`src/design/kqt_ram.sv`:
```
module kqt_ram #(
	parameter int WIDTH = 32,
	parameter int DEPTH = 64,
	parameter int AW    = (DEPTH > 1) ? $clog2(DEPTH) : 1
) (
	input  logic             clk,
	input  logic             we,
	input  logic [AW-1:0]    waddr,
	input  logic [WIDTH-1:0] wdata,
	input  logic [AW-1:0]    raddr,
	output logic [WIDTH-1:0] rdata
);

	logic [WIDTH-1:0] mem [DEPTH];

	always_ff @(posedge clk) begin
		if (we) begin
			mem[waddr] <= wdata;
		end
		rdata <= mem[raddr];
	end

endmodule

```
`config.mk`:
```
export PLATFORM = sky130hd
export DESIGN_NAME = kqt_ram
export DESIGN_NICKNAME = d
export VERILOG_FILES = /design/src/design/kqt_ram.sv
export SDC_FILE = /design/constraint.sdc
export NUM_CORES = 2
export LEC_CHECK = 0
export BUFFER_PORTS_ARGS = -buffer_cell sky130_fd_sc_hd__buf_2
export CAP_MARGIN = 10
export CORE_ASPECT_RATIO = 0.8
export CORE_MARGIN = 1
export CORE_UTILIZATION = 40
export CTS_BUF_LIST = sky130_fd_sc_hd__clkbuf_16
export DETAILED_ROUTE_END_ITERATION = 7
export HOLD_SLACK_MARGIN = 0.1
export PLACE_DENSITY = 0.51
export SYNTH_ARGS = -nofsm -noshare
export SYNTH_HDL_FRONTEND = slang
export SYNTH_SLANG_ARGS = --single-unit
```
`constraint.sdc`:
```
create_clock -name clk -period 6.2 [get_ports clk]
set_clock_uncertainty 0.2 [all_clocks]
set_input_delay 1.24 -clock clk [delete_from_list [all_inputs] [get_ports clk]]
set_output_delay 1.24 -clock clk [all_outputs]
set_load 0.02 [all_outputs]
```
Word level (Yosys, flattened, before mapping)
Memories as Yosys holds them, arrays and structs flattened. A register that Yosys moved wholly into a read port is not among the register bits.
Cells that the tools add are included.
{"block": "classes", "mux": 2}
{"operator": "$mux W1", "n": 2}
{"block": "word_totals", "ff_bits": 0, "ramBits": 2048, "in_bits": 46, "out_inout_bits": 32, "word_cells": 3, "n_memories": 1}
{"memory": "mem", "words": 64, "width": 32, "rd": 1, "rd_clocked_by_memory_dff": 1, "write_ports": 1, "line": "14", "source": "logic [WIDTH-1:0] mem [DEPTH];"}

Logic depth before layout (Yosys ltp)
{"block": "logic_depth", "ltp_word": 2, "mapped_depth": 10, "depth_no_buf": 5}

Least setup slack after synthesis
Ideal clock, no wire load.
{"block": "synth_path", "path_type": "input to register", "startpoint": "input port waddr[3]", "endpoint": "memory mem[48][0] (enable)", "setup_time_ns": 0.461, "t_arrival_ns": 3.939, "required_time_ns": 5.539, "slack_ns": 1.600, "cell_stages": 4, "path_buffers": 1, "cell_sequence": "clkbuf_1 -> nor2b_1 -> nand4b_1 -> nor3_1"}
{"element": "start, declared", "line": "8", "source": "input logic [AW-1:0] waddr,"}
{"element": "end, declared", "line": "14"}
Straight into the memory's write port.

==> impl_metrics.ini <==
[run_status]
outcome = complete, no violations

[clock_tree]
htreeDepth = 4
insertion_delay_ns = 0.84
cts_setup_buffers = 0
numCtsBuffers = 202
cts.clk_slew.worst_paths_ns = 0.06
cts_tree = yes
cts_sinks = 2080
holdBufCountCts = 0
cts-resized-gates = 0
clk_path_buf_depth = 3
ctsRootBufferMaster = clkbuf_16

[route]
viasPerCell = 5.81
vias = 36700
drc_errors = 0
wl_um = 215000
avgRoutedWirePerCell_um = 34.1
first_iter_violations = 4298
ant_nets = 0
drt_pass1_iterations = 7

[floorplan]
die_h_um = 398
fp.coreArea_sq_um = 195000
die-area_sq_um = 198000
die_x_um = 497
num_rows = 145
io_pins = 78
start_util_pct = 40.2

[yosys]
synth_commonest_cells = edfxtp_1, mux4_2, nor2_1, mux2i_1, o22ai_1
synth.net_count = 3370
synth_edf_count = 2048
post-synth-top-count-cell = edfxtp_1
synthArstFlopShare_pct = 0
synthTopCellsByArea = edfxtp_1, mux4_2, mux2i_1, dfxtp_1, o22ai_1
ys_seq_area_share_pct = 79.1
synth_area_sq_um = 78500
yosys_most_used_dff = edfxtp_1
synth-seq-cells = 2080
synth_top_area_cell = edfxtp_1
synth.avg_cell_area_sq_um = 23.6
ys_warn_count = 0
synth_cell_type_count = 34
syn_inst = 3324
synth_top_area_share_pct = 78.3

[global_routing]
grtUsageMet2_pct = 34.7
grt_pass1_wl_um = 300000
grt_max_degree = 77
grt_remaining_overflow = 0
use_met3_pct = 4.87
antenna_found_initial = 29
grt_usage_pct = 21.9
first_global_vias = 38200
grtUsageMet1_pct = 30.9
grt_busiest_layer = met2

[pwr]
pwr-share-comb_pct = 5.1
ir_drop_mv = 0.227
clkPwrFrac_pct = 41.5
switching_share_pct = 21.6
leakagePower_uw = 0.0279
switching_power_uw = 6330
powerDensity_nw_per_um2 = 327
p_seq_share_pct = 53.4
intPower_uw = 23000

[layout]
post-route-cell-area_sq_um = 89700
stdcell_count = 6321
syn_to_final_growth_pct = 14.2
nets = 3620
drive_gt1_share_pct = 30.3

[placement]
dp.final_hpwl_um = 122000
postPlaceCellArea_sq_um = 83100
portBuffers = 77
dp_cells = 5938
gp_congestion = 0.759

[critical_path]
reg2reg_slack_ns = 3.44
critPathKind = in2reg
cp_num_buf_inv = 3
slowest_delay_ns = 0.75
cpMostUsedCell = a21oi_1
critical-path-top-delay-family = buffers and inverters
crit_path_start_kind = input pin
path_max_fanout = 68
crit_path_end_kind = register
cp.required_ns = 6.67
cp_slowest_cell = a21oi_1
crit_chain = buf_8 -> buf_12 -> buf_4 -> mux4_2 -> o221ai_1 -> a21oi_1 -> a21oi_1 -> nor2_1
cp_data_arrival_time_ns = 4.70

[hold_path]
hold_class = reg2reg

[timing]
hold_viol_final = 0
setup_tns_ns = 0
period_share_pct = 68.2
finalSetupViolations = 0
tightest_slew_ns = 1.26
max_freq_mhz = 237
report.final.slew_viol_count = 0
rsz0062_at_grt = no
period_needed_ns = 4.23
slew_headroom_pct = 15.7

[run]
maxCapViolations = 0
[worst paths after layout]
path,endpoint,cells after the start,from
worst max register to register,rdata[14],5,mem[3][14]
worst max-delay path,rdata[15],8,raddr[2]
worst min register to register,rdata[20],4,mem[29][20]
worst min-delay path,rdata[20],4,mem[29][20]
[layout by cell type, fill, tap and decap left out, drive strengths merged]
| cell | netlist | final |
|---|---|---|
| nor2b | 15 | 15 |
| nor3 | 7 | 7 |
| edfxtp | 2048 | 2048 |
| nand3 | 5 | 5 |
| a21oi | 62 | 62 |
| or3 | 3 | 3 |
| bufinv | 0 | 21 |
| nand4b | 1 | 1 |
| diode | 0 | 6 |
| and2 | 2 | 2 |
| mux4 | 544 | 544 |
| clkbuf | 74 | 204 |
| dfxtp | 32 | 32 |
| o22ai | 84 | 84 |
| nand3b | 5 | 5 |
| and3 | 4 | 4 |
| or3b | 5 | 5 |
| o221ai | 27 | 27 |
| a22oi | 12 | 12 |
| nor2 | 137 | 137 |
| a311oi | 8 | 8 |
| inv | 0 | 56 |
| buf | 108 | 228 |
| nand2b | 8 | 8 |
| a41o | 4 | 4 |
| or2 | 3 | 3 |
| o32ai | 4 | 4 |
| a31oi | 1 | 1 |
| mux2i | 93 | 93 |
| clkinv | 0 | 89 |
| clkinvlp | 0 | 3 |
| nand2 | 26 | 26 |
| nand4 | 2 | 2 |
[area by class of cell]
type | count | area, sq um
tap | 2572 | 3220
clock inverter | 169 | 1420
multi-input combinational | 1062 | 16000
clock buffer | 204 | 5100
antenna | 6 | 15.0
fill | 16000 | 106000
sequential | 2080 | 62100
timing repair buffer | 228 | 1790
[through the flow]
step           hold slack, ns  setup slack (ns)  total power, uW  utilization [%]
2_1_floorplan           0.463              1.60            16700                -
3_3_place_gp            0.552              1.13            17400             42.5
3_5_place_dp            0.531              1.15            17500             42.5
4_1_cts                 0.548              2.08            29500             45.9
5_1_grt                 0.605              1.79            30100             45.9
6_report                0.552              1.97            29300             45.9
[tightest hold or removal path, stage by stage, from the launching register on]
cell	delay, ns
edfxtp_1	0.32
mux2i_1	0.06
nand2_1	0.07
a311oi_1	0.08
nor3_1	0.17
[registers in the layout (all words and copies together) (netlist names)]
register	flops
mem	2048
rdata	32
[routing by layer]
metal  vias to the layer above  part of all wire [%]
li1                      14800                     -
met1                     20200                    43
met2                      1462                    47
met3                       277                   7.7
met4                         8                   2.3
met5                         -                 0.029
[kinds of logic (layout without fill, tap and decap cells)]
logic type	Yosys count	after routing	synth area share, %
buffers and inverters	182	601	1.13
AO/OA/AOI/OAI	202	202	1.67
flip-flops	2080	2080	79.1
multiplexers	637	637	16.8
AND/OR/NAND/NOR	223	223	1.27
other	0	6	0
[power by group through the flow]
| stage | clock [uW] | combinational [uW] | sequential (uW) |
|---|---|---|---|
| 3_5_place_dp | 0 | 1500 | 15900 |
| 2_1_floorplan | 0 | 757 | 15900 |
| 3_3_place_gp | 0 | 1480 | 15900 |
| 5_1_grt | 12900 | 1580 | 15600 |
| 4_1_cts | 12400 | 1510 | 15600 |
| 6_report | 12100 | 1490 | 15600 |
Power figures use the tool's default switching activity.
