File: src/design/kqt_pkg.sv
package kqt_pkg;

	localparam int ENTRIES = 64;
	localparam int IDX_W   = (ENTRIES > 1) ? $clog2(ENTRIES) : 1;
	localparam int CNT_W   = $clog2(ENTRIES + 1);

	localparam int Q_DEPTH = 4;
	localparam int Q_AW    = $clog2(Q_DEPTH);
	localparam int Q_CNT_W = $clog2(Q_DEPTH + 1);

	localparam logic [1:0] MODE_INSERT = 2'd0;
	localparam logic [1:0] MODE_SEARCH = 2'd1;
	localparam logic [1:0] MODE_UPDATE = 2'd2;
	localparam logic [1:0] MODE_DUMP   = 2'd3;

	localparam logic [2:0] ST_OK        = 3'd0;
	localparam logic [2:0] ST_FULL      = 3'd1;
	localparam logic [2:0] ST_EXISTS    = 3'd2;
	localparam logic [2:0] ST_NOT_FOUND = 3'd3;
	localparam logic [2:0] ST_EMPTY     = 3'd4;

	localparam logic signed [31:0] QTY_MAX = 32'sh7FFF_FFFF;
	localparam logic signed [31:0] QTY_MIN = 32'sh8000_0000;

	typedef enum logic [2:0] {
		OP_REPLY,
		OP_INSERT,
		OP_SEARCH,
		OP_UPDATE,
		OP_DUMP
	} op_t;

	typedef struct packed {
		op_t                op;
		logic [2:0]         status;
		logic signed [31:0] key;
		logic signed [31:0] qty;
		logic [IDX_W-1:0]   idx;
		logic [CNT_W-1:0]   n;
	} cmd_t;

	typedef struct packed {
		logic             en;
		logic [IDX_W-1:0] addr;
		logic [31:0]      data;
	} key_wr_t;

endpackage

File: src/design/kqt_front.sv
module kqt_front (
	input  logic                clk,
	input  logic                arst_n,
	input  logic                start,
	output logic                busy,
	input  logic [1:0]          mode,
	input  logic signed [31:0]  part_key,
	input  logic signed [31:0]  quantity,
	input  logic                q_full,
	output logic                push,
	output kqt_pkg::cmd_t       push_cmd,
	output kqt_pkg::key_wr_t    key_wr
);

	logic                         s1_valid_q;
	logic [1:0]                   mode_s1;
	logic signed [31:0]           key_s1;
	logic signed [31:0]           qty_s1;
	logic [kqt_pkg::CNT_W-1:0]    count_q;
	logic [31:0]                  key_q [kqt_pkg::ENTRIES];

	logic                         accept;
	logic [kqt_pkg::ENTRIES-1:0]  match;
	logic                         hit;
	logic [kqt_pkg::IDX_W-1:0]    hit_idx;
	logic                         full;
	logic                         ins_ok;

	assign busy   = s1_valid_q & q_full;
	assign accept = start & ~busy;
	assign push   = s1_valid_q & ~q_full;
	assign full   = count_q >= kqt_pkg::CNT_W'(kqt_pkg::ENTRIES);

	// keys are unique, so at most one match bit is set and an OR encode is enough
	always_comb begin
		hit_idx = '0;
		for (int i = 0; i < kqt_pkg::ENTRIES; i++) begin
			match[i] = (key_q[i] == key_s1) && (kqt_pkg::CNT_W'(i) < count_q);
			if (match[i]) begin
				hit_idx = hit_idx | kqt_pkg::IDX_W'(i);
			end
		end
		hit = |match;
	end

	always_comb begin
		ins_ok          = 1'b0;
		push_cmd.op     = kqt_pkg::OP_REPLY;
		push_cmd.status = kqt_pkg::ST_OK;
		push_cmd.key    = key_s1;
		push_cmd.qty    = qty_s1;
		push_cmd.idx    = hit_idx;
		push_cmd.n      = count_q;
		unique case (mode_s1)
			kqt_pkg::MODE_INSERT: begin
				if (full) begin
					push_cmd.status = kqt_pkg::ST_FULL;
				end else if (hit) begin
					push_cmd.status = kqt_pkg::ST_EXISTS;
				end else begin
					ins_ok       = 1'b1;
					push_cmd.op  = kqt_pkg::OP_INSERT;
					push_cmd.idx = count_q[kqt_pkg::IDX_W-1:0];
				end
			end
			kqt_pkg::MODE_SEARCH: begin
				if (hit) begin
					push_cmd.op = kqt_pkg::OP_SEARCH;
				end else begin
					push_cmd.status = kqt_pkg::ST_NOT_FOUND;
				end
			end
			kqt_pkg::MODE_UPDATE: begin
				if (hit) begin
					push_cmd.op = kqt_pkg::OP_UPDATE;
				end else begin
					push_cmd.status = kqt_pkg::ST_NOT_FOUND;
				end
			end
			kqt_pkg::MODE_DUMP: begin
				if (count_q == '0) begin
					push_cmd.status = kqt_pkg::ST_EMPTY;
					push_cmd.key    = '0;
				end else begin
					push_cmd.op = kqt_pkg::OP_DUMP;
				end
			end
		endcase
	end

	assign key_wr.en   = push & ins_ok;
	assign key_wr.addr = count_q[kqt_pkg::IDX_W-1:0];
	assign key_wr.data = key_s1;

	always_ff @(posedge clk or negedge arst_n) begin
		if (!arst_n) begin
			s1_valid_q <= 1'b0;
			count_q    <= '0;
		end else begin
			if (accept) begin
				s1_valid_q <= 1'b1;
			end else if (push) begin
				s1_valid_q <= 1'b0;
			end
			if (key_wr.en) begin
				count_q <= count_q + kqt_pkg::CNT_W'(1);
			end
		end
	end

	always_ff @(posedge clk) begin
		if (accept) begin
			mode_s1 <= mode;
			key_s1  <= part_key;
			qty_s1  <= quantity;
		end
		if (key_wr.en) begin
			key_q[count_q[kqt_pkg::IDX_W-1:0]] <= key_s1;
		end
	end

endmodule

File: config.mk
export PLATFORM = sky130hd
export DESIGN_NAME = kqt_front
export DESIGN_NICKNAME = d
export VERILOG_FILES = /design/src/design/kqt_pkg.sv /design/src/design/kqt_front.sv
export SDC_FILE = /design/constraint.sdc
export NUM_CORES = 2
export LEC_CHECK = 0
export BUFFER_PORTS_ARGS = -buffer_cell sky130_fd_sc_hd__clkbuf_2
export CORE_ASPECT_RATIO = 1.25
export CORE_MARGIN = 2
export CORE_UTILIZATION = 37
export DETAILED_ROUTE_END_ITERATION = 16
export PLACE_DENSITY = 0.59
export SLEW_MARGIN = 30
export SYNTH_ARGS = -nofsm -noshare
export SYNTH_HDL_FRONTEND = slang
export SYNTH_SLANG_ARGS = --single-unit
File: constraint.sdc
create_clock -name clk -period 8.8 [get_ports clk]
set_input_delay 1.32 -clock clk [delete_from_list [all_inputs] [get_ports clk]]
set_output_delay 1.32 -clock clk [all_outputs]
set_load 0.01 [all_outputs]
# Word level (Yosys, flattened, before mapping)
# Memory sizes are Yosys's and may differ from the RTL's.
# Cells that the tools add are included.
# Widths: inputs -> output; s select.
[classes] n_addsub=1 order_cmp=65 n_eq_ne=67 muxes=102 bitwise_logic=6 n_reduce_logical=68
[ops] op="$eq 32x32->1" n=64
[ops] op="$mux 6" n=38
[ops] op="$lt 6x7->1 const A" n=32
[ops] op="$lt 5x7->1 const A" n=16
[ops] op="$mux 5" n=16
[ops] op="$mux 35" n=2
[ops] op="$logic_and 1x1->1" n=64
[ops] op="$reduce_or 64->1" n=1
[ops] op="$lt 4x7->1 const A" n=8
[ops] op="$mux 3" n=18
[ops] op="$mux 32" n=1
[ops] op="$mux 4" n=8
[ops] op="$lt 3x7->1 const A" n=4
[ops] op="$pmux 6 s4" n=1
[ops] op="$lt 1x7->1 const A" n=2
[ops] op="$lt 2x7->1 const A" n=2
[ops] op="$mux 1" n=13
[ops] op="$mux 2" n=5
[ops] op="$add 7x1->7 const B" n=1
[ops] op="$ge 7x7->1 const B" n=1
[ops] op="$logic_not 7->1" n=1
[ops] op="$and 1x1->1" n=4
[ops] op="$eq 2x2->1 const B" n=2
[ops] op="$eq 2x1->1 const B" n=1
[ops] op="3 further kinds" n=4
[totals] register_bits=74 ram_bits=2048 input_bits=70 output_inout_bits=124 word_cells=315 n_memories=1
[memory_table] name="key_q" words=64 width=32 rd=64 rd_ports_with_merged_regs=0 wr=1 line_no="kqt_front.sv:20" source="logic [31:0] key_q [kqt_pkg::ENTRIES];"

# Longest topological paths before layout
# An unclocked memory read counts as a cell.
[depth] word_depth=72 ltp_mapped=15 depth_no_buf=10

# Least setup slack after synthesis
# OpenSTA, ideal clock, no wires.
[synth_path] kind="reg2reg" startpoint="reg key_s1[31]" endpoint="mem key_q[22][0], enable pin" setup_time_ns=0.502 arrival_time_ns=6.702 setup_slack_ns=1.596 path_stages_with_launch=16 n_path_buf=6 synth_period_minus_slack_ns=7.204 path_cell_list="edfxtp_1 buf_4 buf_4 buf_4 buf_4 xor2_1 nor4_1 nand4_1 nor3_1 a311oi_1 nand4_1 nor2_1 nand4bb_4 buf_2 buf_2 nor4_1"
[synth_via] elab_chain_cells=12 word_cells_on_any_way=138 cone_classes="eq/ne (64); mux (8); bitwise (1); reduce/logical (65)"
[synth_rtl] element="start: declaration" line_no="kqt_front.sv:17" source="logic signed [31:0] key_s1;"
[synth_rtl] element="start signal: assignment" line_no="kqt_front.sv:114" source="key_s1 <= part_key;"
[synth_rtl] element="$eq 32x32->1" line_no="kqt_front.sv:38" source="match[i] = (key_q[i] == key_s1) && (kqt_pkg::CNT_W'(i) < count_q);"
[synth_rtl] element="$logic_and 1x1->1" line_no="kqt_front.sv:38"
[synth_rtl] element="$reduce_or 64->1 (*)" line_no="kqt_front.sv:43" source="hit = |match;"
[synth_rtl] element="$mux 1 (*)" line_no="kqt_front.sv:58" source="end else if (hit) begin"
[synth_rtl] element="$mux 1 (*)" line_no="kqt_front.sv:56" source="if (full) begin"
[synth_rtl] element="$mux 1 (*)" line_no="kqt_front.sv:54" source="unique case (mode_s1)"
[synth_rtl] element="$mux 1 (*)" line_no="kqt_front.sv:56"
[synth_rtl] element="$mux 1 (*) (2 in a row)" line_no="kqt_front.sv:54"
[synth_rtl] element="$and 1x1->1 (*)" line_no="kqt_front.sv:91" source="assign key_wr.en = push & ins_ok;"
[synth_rtl] element="$mux 1 (*)" line_no="kqt_front.sv:117" source="if (key_wr.en) begin"
[synth_rtl] element="$mux 1 (not written as such) (*)" line_no="kqt_front.sv:118" source="key_q[count_q[kqt_pkg::IDX_W-1:0]] <= key_s1;"
[synth_rtl] element="end: declaration" line_no="kqt_front.sv:20"
# Mark *: on every way between the ends. The rest lies on a longest branch, timed or not. The select of a mux whose other input is x is not followed.

==> flow_summary.yaml <==
yosys:
  avgSynthCellArea_um2: 16.5
  syn-cell-area_um2: 89800
  synthCells: 5452
  synth_cell_types: 69
  synth_edf_count: 2114
  ys_ff_latch: 2122
  synth_warnings: 0
  async_reset_ff_share_pct: 0.377
  synth_ff_type: "edfxtp_1"
  ys_seq_area_share_pct: 70.9
  synth_nets: 5524
route:
  routed_wl_um: 255000
  drt_iter0_drc: 4813
  drc_errors: 0
  final_antenna_net_count: 0
  routed_via_density: 5.16
  drtPass1Iterations: 6
  wl_per_cell_um: 27.6
  vias: 47700
placed_design:
  placedInstanceArea_um2: 96200
  dp_cells: 8843
  port_buffers: 193
  dp_hpwl_um: 158000
  post-place-ws_ns: 2.39
  place_congestion: 0.871
clock_network:
  htreeDepth: 4
  cts_tree: "built"
  path_clk_slew_ns: 0.06
  cts_resized: 0
  hold_buffers: 0
  root_buffer: "clkbuf_16"
  cts_buffer_depth: 4
  cts.sinks: 2122
  cts_setup_buffers: 0
  clkLatencyLatePin_ns: 0.87
  cts_buffers: 215
global_routing:
  grt.met3_usage_pct: 2.77
  antenna_found_initial: 17
  grt_use_total_pct: 20.3
  overflow: 0
  grt_busiest_layer: "met2"
  grt_max_degree: 78
  grt_pass1_vias: 47200
  met2_usage_pct: 35.0
  grt_pass1_wl_um: 360000
  grtUsageMet1_pct: 26.6
die:
  die_h_um: 555
  row_count: 202
  core_um2: 242000
  die_w_um: 445
  io_pins: 194
  die-area_um2: 247000
  start_util_pct: 37.1
sta:
  fmax_mhz: 138
  period_share_pct: 82.5
  setup_viol: 0
  period_minus_slack_ns: 7.26
  maxSlewHeadroom_pct: 28.4
  rsz0062_at_grt: "false"
  worst_clock_skew_ns: 0.0685
  hold_viol: 0
  fin_ws_ns: 1.54
  max_slew.worst_pin.slew_ns: 1.06
  final_max_slew_viol_count: 0
  setup_tns_ns: 0
worst_setup_path:
  r2r_setup_slack_ns: 2.23
  cp_common_cell: "nand4_1"
  startpoint_type: "flop"
  cp_slowest_cell: "nor4_4"
  cp_max_fo: 39
  rr_worst_depth: 12
  cp_data_required_time_ns: 7.48
  path_cells: "buf_4, nor2_1, nand3_1, nand4_1, nor3_1, and4_1, nor4bb_1, nand4_1, nor4_4, nand3b_4, mux2_4, clkbuf_2"
  arrival_ns: 5.94
  r2r-end: "key_q[55][19]"
  reg2reg_from: "count_q[6]"
  cp-end-kind: "output pin"
  cp_slowest_stage_delay_ns: 0.83
  crit_type: "flop to output pin"
pwr:
  total_power_w: 0.0219
  ir_drop_mv: 0.177
  powerDensity_nw_per_um2: 213
  total_leakage_power_nw: 32.5
layout:
  regArea_um2: 63700
  layout_common_cells: "edfxtp_1, xnor2_1, xor2_1, nand4_1, nor4_1"
  fin_nets: 5971
  multi_input_area_um2: 24600
  nFillCells: 21300
  fin_cells: 9238
  drive_above_1_share_pct: 14.4
  design_area_um2: 103000
  syn2layout_area_growth_pct: 14.4
  mostFrequentLayoutCell: "edfxtp_1"
run:
  drv_cap: 0
hold_path:
  min_path_type: "input port to asynchronous set/reset pin"
run_status:
  outcome: "completed"
==> registers in the layout, indices dropped and copies added (netlist names) <==
name and flops:
key_s1 32, mode_s1 2, s1_valid_q 1, count_q 7
qty_s1 32, key_q 2048
==> stage by stage <==
stage	hold WS (ns)	util [%]
detailed placement	0.642	39.8
floorplan	0.659	-
global route	0.405	42.5
finish	0.445	42.5
CTS	0.376	42.5
global placement	0.674	39.7
==> synthesized netlist by cell type, types with 5 or more instances <==
cell | n | share of area [%]
xor2_1 | 1016 | 9.9
buf_6 | 25 | 0.31
buf_2 | 39 | 0.22
and2_1 | 6 | 0.042
xnor2_1 | 1032 | 10
or4_1 | 5 | 0.042
or3_1 | 7 | 0.049
nor2_1 | 35 | 0.15
nand3_1 | 76 | 0.42
nor2b_1 | 52 | 0.36
o21ai_0 | 8 | 0.045
inv_1 | 12 | 0.050
and3_1 | 8 | 0.056
o311ai_0 | 5 | 0.049
nand2_1 | 21 | 0.088
buf_4 | 177 | 1.5
dfrtp_1 | 8 | 0.22
a2111oi_0 | 12 | 0.12
o2111ai_1 | 12 | 0.12
clkbuf_1 | 16 | 0.067
nor4_1 | 296 | 2.1
a21oi_1 | 11 | 0.061
nor4b_1 | 6 | 0.059
and4_1 | 6 | 0.059
nand4_1 | 283 | 2.0
edfxtp_1 | 2114 | 71
nor3_1 | 97 | 0.54
==> kinds of logic after synthesis <==
| group | after synthesis | synth area share, % |
|---|---|---|
| muxes | 6 | 0.0850 |
| and+or+nand+nor | 922 | 6.21 |
| adders and majority gates | 2 | 0.0279 |
| DFF | 2122 | 70.9 |
| AOI/OAI and AO/OA | 79 | 0.671 |
| xor gates and xnor gates | 2048 | 20.0 |
| buffers and inverters | 273 | 2.14 |
==> power by group <==
group | total (W) | internal (W) | switching (W)
logic | 0.00184 | 0.000525 | 0.00132
registers | 0.0113 | 0.0112 | 0.000104
clock network | 0.00879 | 0.00494 | 0.00386
total | 0.0219 | 0.0167 | 0.00528
==> final cells by class <==
cell class,count,area share [%]
Sequential cell,2122,61.9
Multi-Input combinational cell,3057,23.9
Clock buffer,269,5.45
Tap cell,3162,3.85
Timing Repair Buffer,490,3.81
Clock inverter,117,0.957
Inverter,13,0.0475
Antenna cell,8,0.0195
==> how the worst max path moves through the flow <==
stage	start	to	slack (ns)	cells after the start
5_1_grt	count_q[5]	push_cmd[8]	1.50	13
4_1_cts	count_q[6]	push_cmd[10]	1.60	12
3_5_place_dp	count_q[6]	key_q[55][28]	2.39	12
2_1_floorplan	key_s1[31]	key_q[22][0]	1.60	15
3_3_place_gp	key_s1[24]	key_wr[38]	1.65	11
6_report	count_q[6]	push_cmd[11]	1.54	12
==> metal layers <==
metal / vias to the layer above / wire length, um / share of wire, %
met4: 6 / 7200 / 2.8
li1: 21000 / - / -
met1: 24800 / 107000 / 42
met5: - / 41 / 0.016
met2: 1440 / 128000 / 50
met3: 384 / 13000 / 5.1
==> critical path, delay by kind of cell (launching register included) <==
kind                   cells  cell delay, ns
buffers and inverters      2            0.46
DFF                        1            0.39
muxes                      1            0.34
and+or+nand+nor            9            3.86
Note: power is estimated with default switching activity, not from simulation.
