--- src/design/kqt_pkg.sv ---
package kqt_pkg;

	localparam int ENTRIES = 64;
	localparam int IDX_W   = (ENTRIES > 1) ? $clog2(ENTRIES) : 1;
	localparam int CNT_W   = $clog2(ENTRIES + 1);

	localparam int Q_DEPTH = 4;
	localparam int Q_AW    = $clog2(Q_DEPTH);
	localparam int Q_CNT_W = $clog2(Q_DEPTH + 1);

	localparam logic [1:0] MODE_INSERT = 2'd0;
	localparam logic [1:0] MODE_SEARCH = 2'd1;
	localparam logic [1:0] MODE_UPDATE = 2'd2;
	localparam logic [1:0] MODE_DUMP   = 2'd3;

	localparam logic [2:0] ST_OK        = 3'd0;
	localparam logic [2:0] ST_FULL      = 3'd1;
	localparam logic [2:0] ST_EXISTS    = 3'd2;
	localparam logic [2:0] ST_NOT_FOUND = 3'd3;
	localparam logic [2:0] ST_EMPTY     = 3'd4;

	localparam logic signed [31:0] QTY_MAX = 32'sh7FFF_FFFF;
	localparam logic signed [31:0] QTY_MIN = 32'sh8000_0000;

	typedef enum logic [2:0] {
		OP_REPLY,
		OP_INSERT,
		OP_SEARCH,
		OP_UPDATE,
		OP_DUMP
	} op_t;

	typedef struct packed {
		op_t                op;
		logic [2:0]         status;
		logic signed [31:0] key;
		logic signed [31:0] qty;
		logic [IDX_W-1:0]   idx;
		logic [CNT_W-1:0]   n;
	} cmd_t;

	typedef struct packed {
		logic             en;
		logic [IDX_W-1:0] addr;
		logic [31:0]      data;
	} key_wr_t;

endpackage

--- src/design/kqt_ram.sv ---
module kqt_ram #(
	parameter int WIDTH = 32,
	parameter int DEPTH = 64,
	parameter int AW    = (DEPTH > 1) ? $clog2(DEPTH) : 1
) (
	input  logic             clk,
	input  logic             we,
	input  logic [AW-1:0]    waddr,
	input  logic [WIDTH-1:0] wdata,
	input  logic [AW-1:0]    raddr,
	output logic [WIDTH-1:0] rdata
);

	logic [WIDTH-1:0] mem [DEPTH];

	always_ff @(posedge clk) begin
		if (we) begin
			mem[waddr] <= wdata;
		end
		rdata <= mem[raddr];
	end

endmodule

--- src/design/kqt_back.sv ---
module kqt_back (
	input  logic                       clk,
	input  logic                       arst_n,
	input  logic                       empty,
	input  kqt_pkg::cmd_t              head,
	output logic                       pop,
	output logic [kqt_pkg::IDX_W-1:0]  rd_addr,
	input  logic [31:0]                key_rdata,
	output logic                       done,
	output logic [2:0]                 status,
	output logic signed [31:0]         found_key,
	output logic signed [31:0]         found_quantity,
	output logic                       last
);

	localparam logic [1:0] B_IDLE = 2'd0;
	localparam logic [1:0] B_RMW  = 2'd1;
	localparam logic [1:0] B_DUMP = 2'd2;
	localparam logic [1:0] B_TAIL = 2'd3;

	logic [1:0]                state_q;
	logic [1:0]                state_d;
	kqt_pkg::cmd_t             cur_q;
	logic [kqt_pkg::IDX_W-1:0] ptr_q;

	logic                      q_we;
	logic [kqt_pkg::IDX_W-1:0] q_waddr;
	logic [31:0]               q_wdata;
	logic [31:0]               q_rdata;

	logic signed [32:0]        sum;
	logic signed [31:0]        sat;

	logic                      o_load;
	logic [2:0]                o_status;
	logic signed [31:0]        o_key;
	logic signed [31:0]        o_qty;
	logic                      o_last;

	kqt_ram #(
		.WIDTH(32),
		.DEPTH(kqt_pkg::ENTRIES)
	) u_qty_ram (
		.clk  (clk),
		.we   (q_we),
		.waddr(q_waddr),
		.wdata(q_wdata),
		.raddr(rd_addr),
		.rdata(q_rdata)
	);

	assign sum = {cur_q.qty[31], cur_q.qty} + {q_rdata[31], q_rdata};
	assign sat = (sum[32] != sum[31]) ? (sum[32] ? kqt_pkg::QTY_MIN : kqt_pkg::QTY_MAX)
	                                  : sum[31:0];

	always_comb begin
		state_d  = state_q;
		pop      = 1'b0;
		rd_addr  = head.idx;
		q_we     = 1'b0;
		q_waddr  = head.idx;
		q_wdata  = head.qty;
		o_load   = 1'b0;
		o_status = kqt_pkg::ST_OK;
		o_key    = head.key;
		o_qty    = '0;
		o_last   = 1'b1;
		unique case (state_q)
			B_IDLE: begin
				if (!empty) begin
					pop = 1'b1;
					unique case (head.op)
						kqt_pkg::OP_REPLY: begin
							o_load   = 1'b1;
							o_status = head.status;
						end
						kqt_pkg::OP_INSERT: begin
							q_we   = 1'b1;
							o_load = 1'b1;
							o_qty  = head.qty;
						end
						kqt_pkg::OP_SEARCH, kqt_pkg::OP_UPDATE: begin
							state_d = B_RMW;
						end
						kqt_pkg::OP_DUMP: begin
							rd_addr = '0;
							state_d = (head.n == kqt_pkg::CNT_W'(1)) ? B_TAIL : B_DUMP;
						end
						default: begin
						end
					endcase
				end
			end
			B_RMW: begin
				o_load = 1'b1;
				o_key  = cur_q.key;
				if (cur_q.op == kqt_pkg::OP_UPDATE) begin
					q_we    = 1'b1;
					q_waddr = cur_q.idx;
					q_wdata = sat;
					o_qty   = sat;
				end else begin
					o_qty = q_rdata;
				end
				state_d = B_IDLE;
			end
			B_DUMP: begin
				// read ahead one entry, emit the one fetched last cycle
				rd_addr = ptr_q;
				o_load  = 1'b1;
				o_key   = key_rdata;
				o_qty   = q_rdata;
				o_last  = 1'b0;
				if ({1'b0, ptr_q} == kqt_pkg::CNT_W'(cur_q.n - kqt_pkg::CNT_W'(1))) begin
					state_d = B_TAIL;
				end
			end
			B_TAIL: begin
				o_load  = 1'b1;
				o_key   = key_rdata;
				o_qty   = q_rdata;
				state_d = B_IDLE;
			end
		endcase
	end

	always_ff @(posedge clk or negedge arst_n) begin
		if (!arst_n) begin
			state_q <= B_IDLE;
			ptr_q   <= '0;
			done    <= 1'b0;
		end else begin
			state_q <= state_d;
			done    <= o_load;
			if (pop) begin
				ptr_q <= kqt_pkg::IDX_W'(1);
			end else if (state_q == B_DUMP) begin
				ptr_q <= ptr_q + kqt_pkg::IDX_W'(1);
			end
		end
	end

	always_ff @(posedge clk) begin
		if (pop) begin
			cur_q <= head;
		end
		if (o_load) begin
			status         <= o_status;
			found_key      <= o_key;
			found_quantity <= o_qty;
			last           <= o_last;
		end
	end

endmodule

--- config.mk ---
export PLATFORM = sky130hd
export DESIGN_NAME = kqt_back
export DESIGN_NICKNAME = d
export VERILOG_FILES = /design/src/design/kqt_pkg.sv /design/src/design/kqt_ram.sv /design/src/design/kqt_back.sv
export SDC_FILE = /design/constraint.sdc
export NUM_CORES = 2
export LEC_CHECK = 0
export BUFFER_PORTS_ARGS = -buffer_cell sky130_fd_sc_hd__buf_2
export CAP_MARGIN = 20
export CORE_MARGIN = 2
export CORE_UTILIZATION = 50
export CTS_CLUSTER_DIAMETER = 40
export CTS_CLUSTER_SIZE = 30
export DETAILED_ROUTE_END_ITERATION = 6
export PLACE_DENSITY_LB_ADDON = 0.08
export SLEW_MARGIN = 20
export SYNTH_ARGS = -nofsm -noshare
export SYNTH_HDL_FRONTEND = slang
export SYNTH_HIERARCHICAL = 1
export SYNTH_SLANG_ARGS = --single-unit
--- constraint.sdc ---
create_clock -name clk -period 12.81 [get_ports clk]
set_input_delay 2.562 -clock clk [delete_from_list [all_inputs] [get_ports clk]]
set_output_delay 2.562 -clock clk [all_outputs]
set_load 0.005 [all_outputs]
After elaboration in Yosys (flattened, before gate mapping)
Memories as Yosys holds them, arrays and structs flattened. A register that Yosys moved wholly into a read port is not among the register bits.
Index checks and enable logic that the tools add are counted.
- flip-flop bits (word level): 157
- memory bits (writable): 2048
- input bits: 118
- output and inout port bits: 76
- logic and storage cells: 75
- memories: 1
- memories (memory ; depth ; bits a word ; rd ports ; clocked after memory_dff ; wr ports ; line ; RTL):
    u_qty_ram.mem ; 64 ; 32 ; 1 ; 1 ; 1 ; kqt_ram.sv:14 ; logic [WIDTH-1:0] mem [DEPTH];
- add/subtract/negate cells: 3
- equality and inequality tests: 14
- muxes and demuxes: 33
- bitwise operators: 2
- reductions and logical operators: 10
- operators with widths (operator ; count):
    32-bit 2-to-1 mux ; 7
    32-bit one-hot mux with 3 select lines ; 1
    32-bit one-hot mux with 2 select lines ; 1
    6-bit 2-to-1 mux ; 6
    32-bit by 32-bit adder with 33-bit output ; 1
    6-bit one-hot mux with 2 select lines ; 1
    1-bit 2-to-1 mux ; 11
    3-bit by 2-bit == test with 1-bit output (second input constant) ; 3
    2-bit OR reduction ; 4
    6-bit by 7-bit == test with 1-bit output ; 1
    7-bit by 1-bit == test with 1-bit output (second input constant) ; 1
    7-bit by 1-bit subtractor with 7-bit output (second input constant) ; 1
    6-bit by 1-bit adder with 6-bit output (second input constant) ; 1
    2-bit one-hot mux with 3 select lines ; 1
    3-bit OR reduction ; 2
    2-bit == test (second input constant) ; 2
    2-bit 2-to-1 mux ; 2
    2-bit inequality test (second input constant) ; 2
    1-bit one-hot mux with 2 select lines ; 2
    2-bit one-hot mux with 2 select lines ; 1
    3-bit by 1-bit == test with 1-bit output (second input constant) ; 1
    3-bit == test (second input constant) ; 1
    3-bit logical NOT ; 1
    3-bit by 1-bit inequality test with 1-bit output (second input constant) ; 1
    6 further kinds ; 7

Longest topological paths before layout
- depth in word-level cells: 6
- gate-level depth with buffers: 15
- gate-level depth less buffers: 11

Modules after synthesis
The synthesis kept the hierarchy.
- modules (own cells, without submodules) (module ; instances ; cells each ; area each (um2) ; seq. area each (um2)):
    kqt_ram ; 1 ; 3324 ; 78515.3 ; 62139.6
    kqt_back ; 1 ; 876 ; 9313.9 ; 4669.5

Worst setup path before layout
No wires, ideal clock.
- path type: input to output
- start point: in empty
- end point: out pop
- arrival: 4629 ps
- data required time: 10248 ps
- slack: 5619 ps
- stages on the path: 3
- path buffers: 1
- cell sequence: or3_1 > clkbuf_1 > inv_1
- longest elaborated chain between the ends: 2
- RTL lines (element ; line ; RTL):
    from (decl) ; kqt_back.sv:4 ; input logic empty,
    1-bit 2-to-1 mux ; kqt_back.sv:70 ; if (!empty) begin
    1-bit 2-to-1 mux ; kqt_back.sv:68 ; unique case (state_q)
    to (decl) ; kqt_back.sv:6 ; output logic pop,
No other way between the ends.

Worst setup path in the final report
- start point: in head[81] (netlist bit)
- end point: out rd_addr[0] (netlist bit)
- longest elaborated chain between the ends: 4
- RTL lines (element ; line ; RTL):
    from (decl) ; kqt_back.sv:5 ; input kqt_pkg::cmd_t head,
    3-bit == test ; kqt_back.sv:72 ; unique case (head.op)
    6-bit 2-to-1 mux ; kqt_back.sv:72 ;
    6-bit 2-to-1 mux ; kqt_back.sv:70 ;
    6-bit one-hot mux with 2 select lines ; kqt_back.sv:68 ;
    to (decl) ; kqt_back.sv:7 ; output logic [kqt_pkg::IDX_W-1:0] rd_addr,
No other way between the ends.

==> results.toml <==
[placement]
io_buffers = 193
globalplace.congestion = 0.8415
dp_cells = 6630
dp_hpwl_um = 130500

[logic_synthesis]
synth-edff-count = 2196
synth_fp_nets = 4353
syn_inst = 4200
synth_ff_type = "edfxtp_1"
synth-seq-cells = 2237
yosys.area_share.simple = 0.02507
async_reset_ff_frac = 0.004023
yosysMostFrequentCell = "edfxtp_1"
synth_area_leaders = "edfxtp_1, mux4_2, mux2i_1"
synth_top_area_frac = 0.7508
synth_seq_area_share = 0.7607
synth_commonest_cells = "edfxtp_1, mux4_2, nor2_1"
synthAdderAreaFrac = 0.005542
synth_largest_area_cell = "edfxtp_1"
ys_warn_count = 6
ys_types = 90
synth_xor_area_frac = 0.003889
syn_area_um2 = 87830
synth_top_family_by_area = "multiplexers"
synth.mux.area_fraction = 0.1544
syn_area_per_cell_um2 = 20.91
synth-compound-area-share = 0.03695

[clocking]
cts_max_path_buffers = 4
cts_tree = "done"
cts_resized = 0
cts_setup_buffers = 0
cts.sinks = 2237
clk_pin_slew_worst_paths_ns = 0.06
clkLatencyLatePin_ns = 0.95
ctsHtreeMaxLevel = 5
cts-root-buf = "clkbuf_16"
cts_buffers = 319
cts_hold_buf = 0

[drt]
drt_iter0_drc = 5734
ant_nets = 0
via_per_inst = 6.308
wl_per_cell_um = 33.49
drc = 0
wl_um = 241100
firstDrtPassIters = 5
vias = 45413

[die]
num_rows = 153
io_pins = 194
initial_core_util = 0.5042
die_h_um = 423.1
dieArea_um2 = 179000
coreArea_um2 = 174200
die_x_um = 423.1

[setup_path]
worst_setup_path_end_kind = "output port"
startpoint_type = "input pin"
worst-path-max-fanout = 41
crit_arrival_ns = 4.49
cp.required_ns = 10.25
critical_path_class = "in -> out"

[layout]
fin_cells = 7199
fin_nets = 4779
layout-drive-gt1-share = 0.3199
area_delta_synth_final_pct = 17.52
fillers = 12495

[timing]
relSlewSlack = 0.2600
setup-violations-final = 0
fmax_ghz = 0.1417
slew_violations = 0
tightestPinTransition_ns = 1.110
period_share = 0.5509
fin_crit_ns = 7.057
rsz0062_at_grt = "false"
finalSetupTns_ns = 0
hold_violations = 0
fin_skew_ns = 0.07978

[grt]
first_global_vias = 45346
antenna_found_initial = 13
grt_usage = 0.2709
grt_pass1_wl_um = 340000
gr-total-overflow = 0
grt_max_degree = 107

[min_path]
hp-class = "reg -> reg"

[run_status]
run_status = "finished, final reports clean"

[power]
peakVddDrop_uv = 189.3
powerDensity_nw_per_um2 = 229.7
p_leak_nw = 33.21

[job]
maxCapViolCount = 0
layer usage:
metal,global-route usage,vias to the layer above,wire [µm],share of wire
met5,0,-,26,0.00011
met1,0.4017,24274,101300,0.42
met2,0.4097,2234,110900,0.46
li1,-,18579,-,-
met3,0.05869,322,22910,0.095
met4,0.07616,4,5924,0.025
cell families (layout without fill, tap and decap cells):
kind of cell	count (synthesis)	in the layout
buf+inv	248	915
mux	675	675
simple gates	474	474
compound gates	491	491
other cells	0	7
flops	2237	2237
xor+xnor	36	36
fa+ha+maj	39	39
worst paths after layout:
kind / from / endpoint / slack (ns) / depth (start not counted)
setup / recovery: head[81] / rd_addr[0] / 5.75 / 7
hold / removal: cur_q[76] / found_key[31] / 0.61 / 2
setup reg to reg: state_q[1] / u_qty_ram/rdata[11] / 7.09 / 11
hold reg to reg: cur_q[76] / found_key[31] / 0.61 / 2
max in group asynchronous: arst_n / state_q[1] / 11.07 / 1
min in group asynchronous: arst_n / done / 1.51 / 1
per-stage QoR:
step / hold WS (ns) / util / instance area (µm²) / power, mW / setup slack, ns
2_1_floorplan: 0.5173 / - / 87830 / 12.99 / 5.619
3_3_place_gp: 0.5823 / 0.5313 / 92550 / 15.13 / 5.033
3_5_place_dp: 0.5972 / 0.5313 / 92550 / 15.13 / 5.044
4_1_cts: 0.6109 / 0.5924 / 103200 / 23.88 / 5.701
5_1_grt: 0.6417 / 0.5924 / 103200 / 24.58 / 5.544
6_report: 0.6095 / 0.5925 / 103200 / 23.71 / 5.753
worst max-delay path, stage by stage:
cell	delay (ns)
buf_2	0.15
nor2_1	0.08
nand2_1	0.08
nor2_1	0.05
o21bai_1	0.53
a22o_4	0.77
buf_2	0.27
layout by cell type (no fill, tap or decap), drive strengths merged, types with 10 or more instances in the layout:
cell      synthesis  layout
a21o             16      16
a21oi           115     115
a22o             10      10
a22oi            42      42
buf             123     335
bufinv            0      30
clkbuf          107     352
clkinv            0      70
clkinvlp          0      34
dfxtp            32      32
edfxtp         2196    2196
ha               34      34
inv              18      94
mux2i           130     130
mux4            544     544
nand2           148     148
nand2b           11      11
nand3            20      20
nor2            197     197
nor2b            17      17
nor3             16      16
o211ai           15      15
o21ai           105     105
o221ai           29      29
o22ai            88      88
xnor2            22      22
xor2             14      14
flip-flops by register name, indices dropped and copies added, names as in the netlist:
name,flops
u_qty_ram/rdata,32
done,1
state_q,2
found_quantity,32
last,1
cur_q,80
found_key,32
u_qty_ram/mem,2048
ptr_q,6
status,3
power by group:
| part | switching [mW] | total (mW) | internal (mW) |
|---|---|---|---|
| logic | 3.75 | 6.36 | 2.61 |
| clock network | 3.36 | 8.73 | 5.37 |
| registers | 0.254 | 8.62 | 8.37 |
final cells by class:
cell class,count,area [µm²],area share
Sequential cell,2237,66810,0.6473
Multi-Input combinational cell,1715,20660,0.2002
Clock buffer,352,8285,0.08027
Tap cell,2325,2909,0.02818
Clock inverter,210,2364,0.02290
Timing Repair Buffer,335,2095,0.02029
Inverter,18,68.82,0.0006667
Antenna cell,7,17.52,0.0001697
Note: power is estimated with default switching activity, not from simulation.
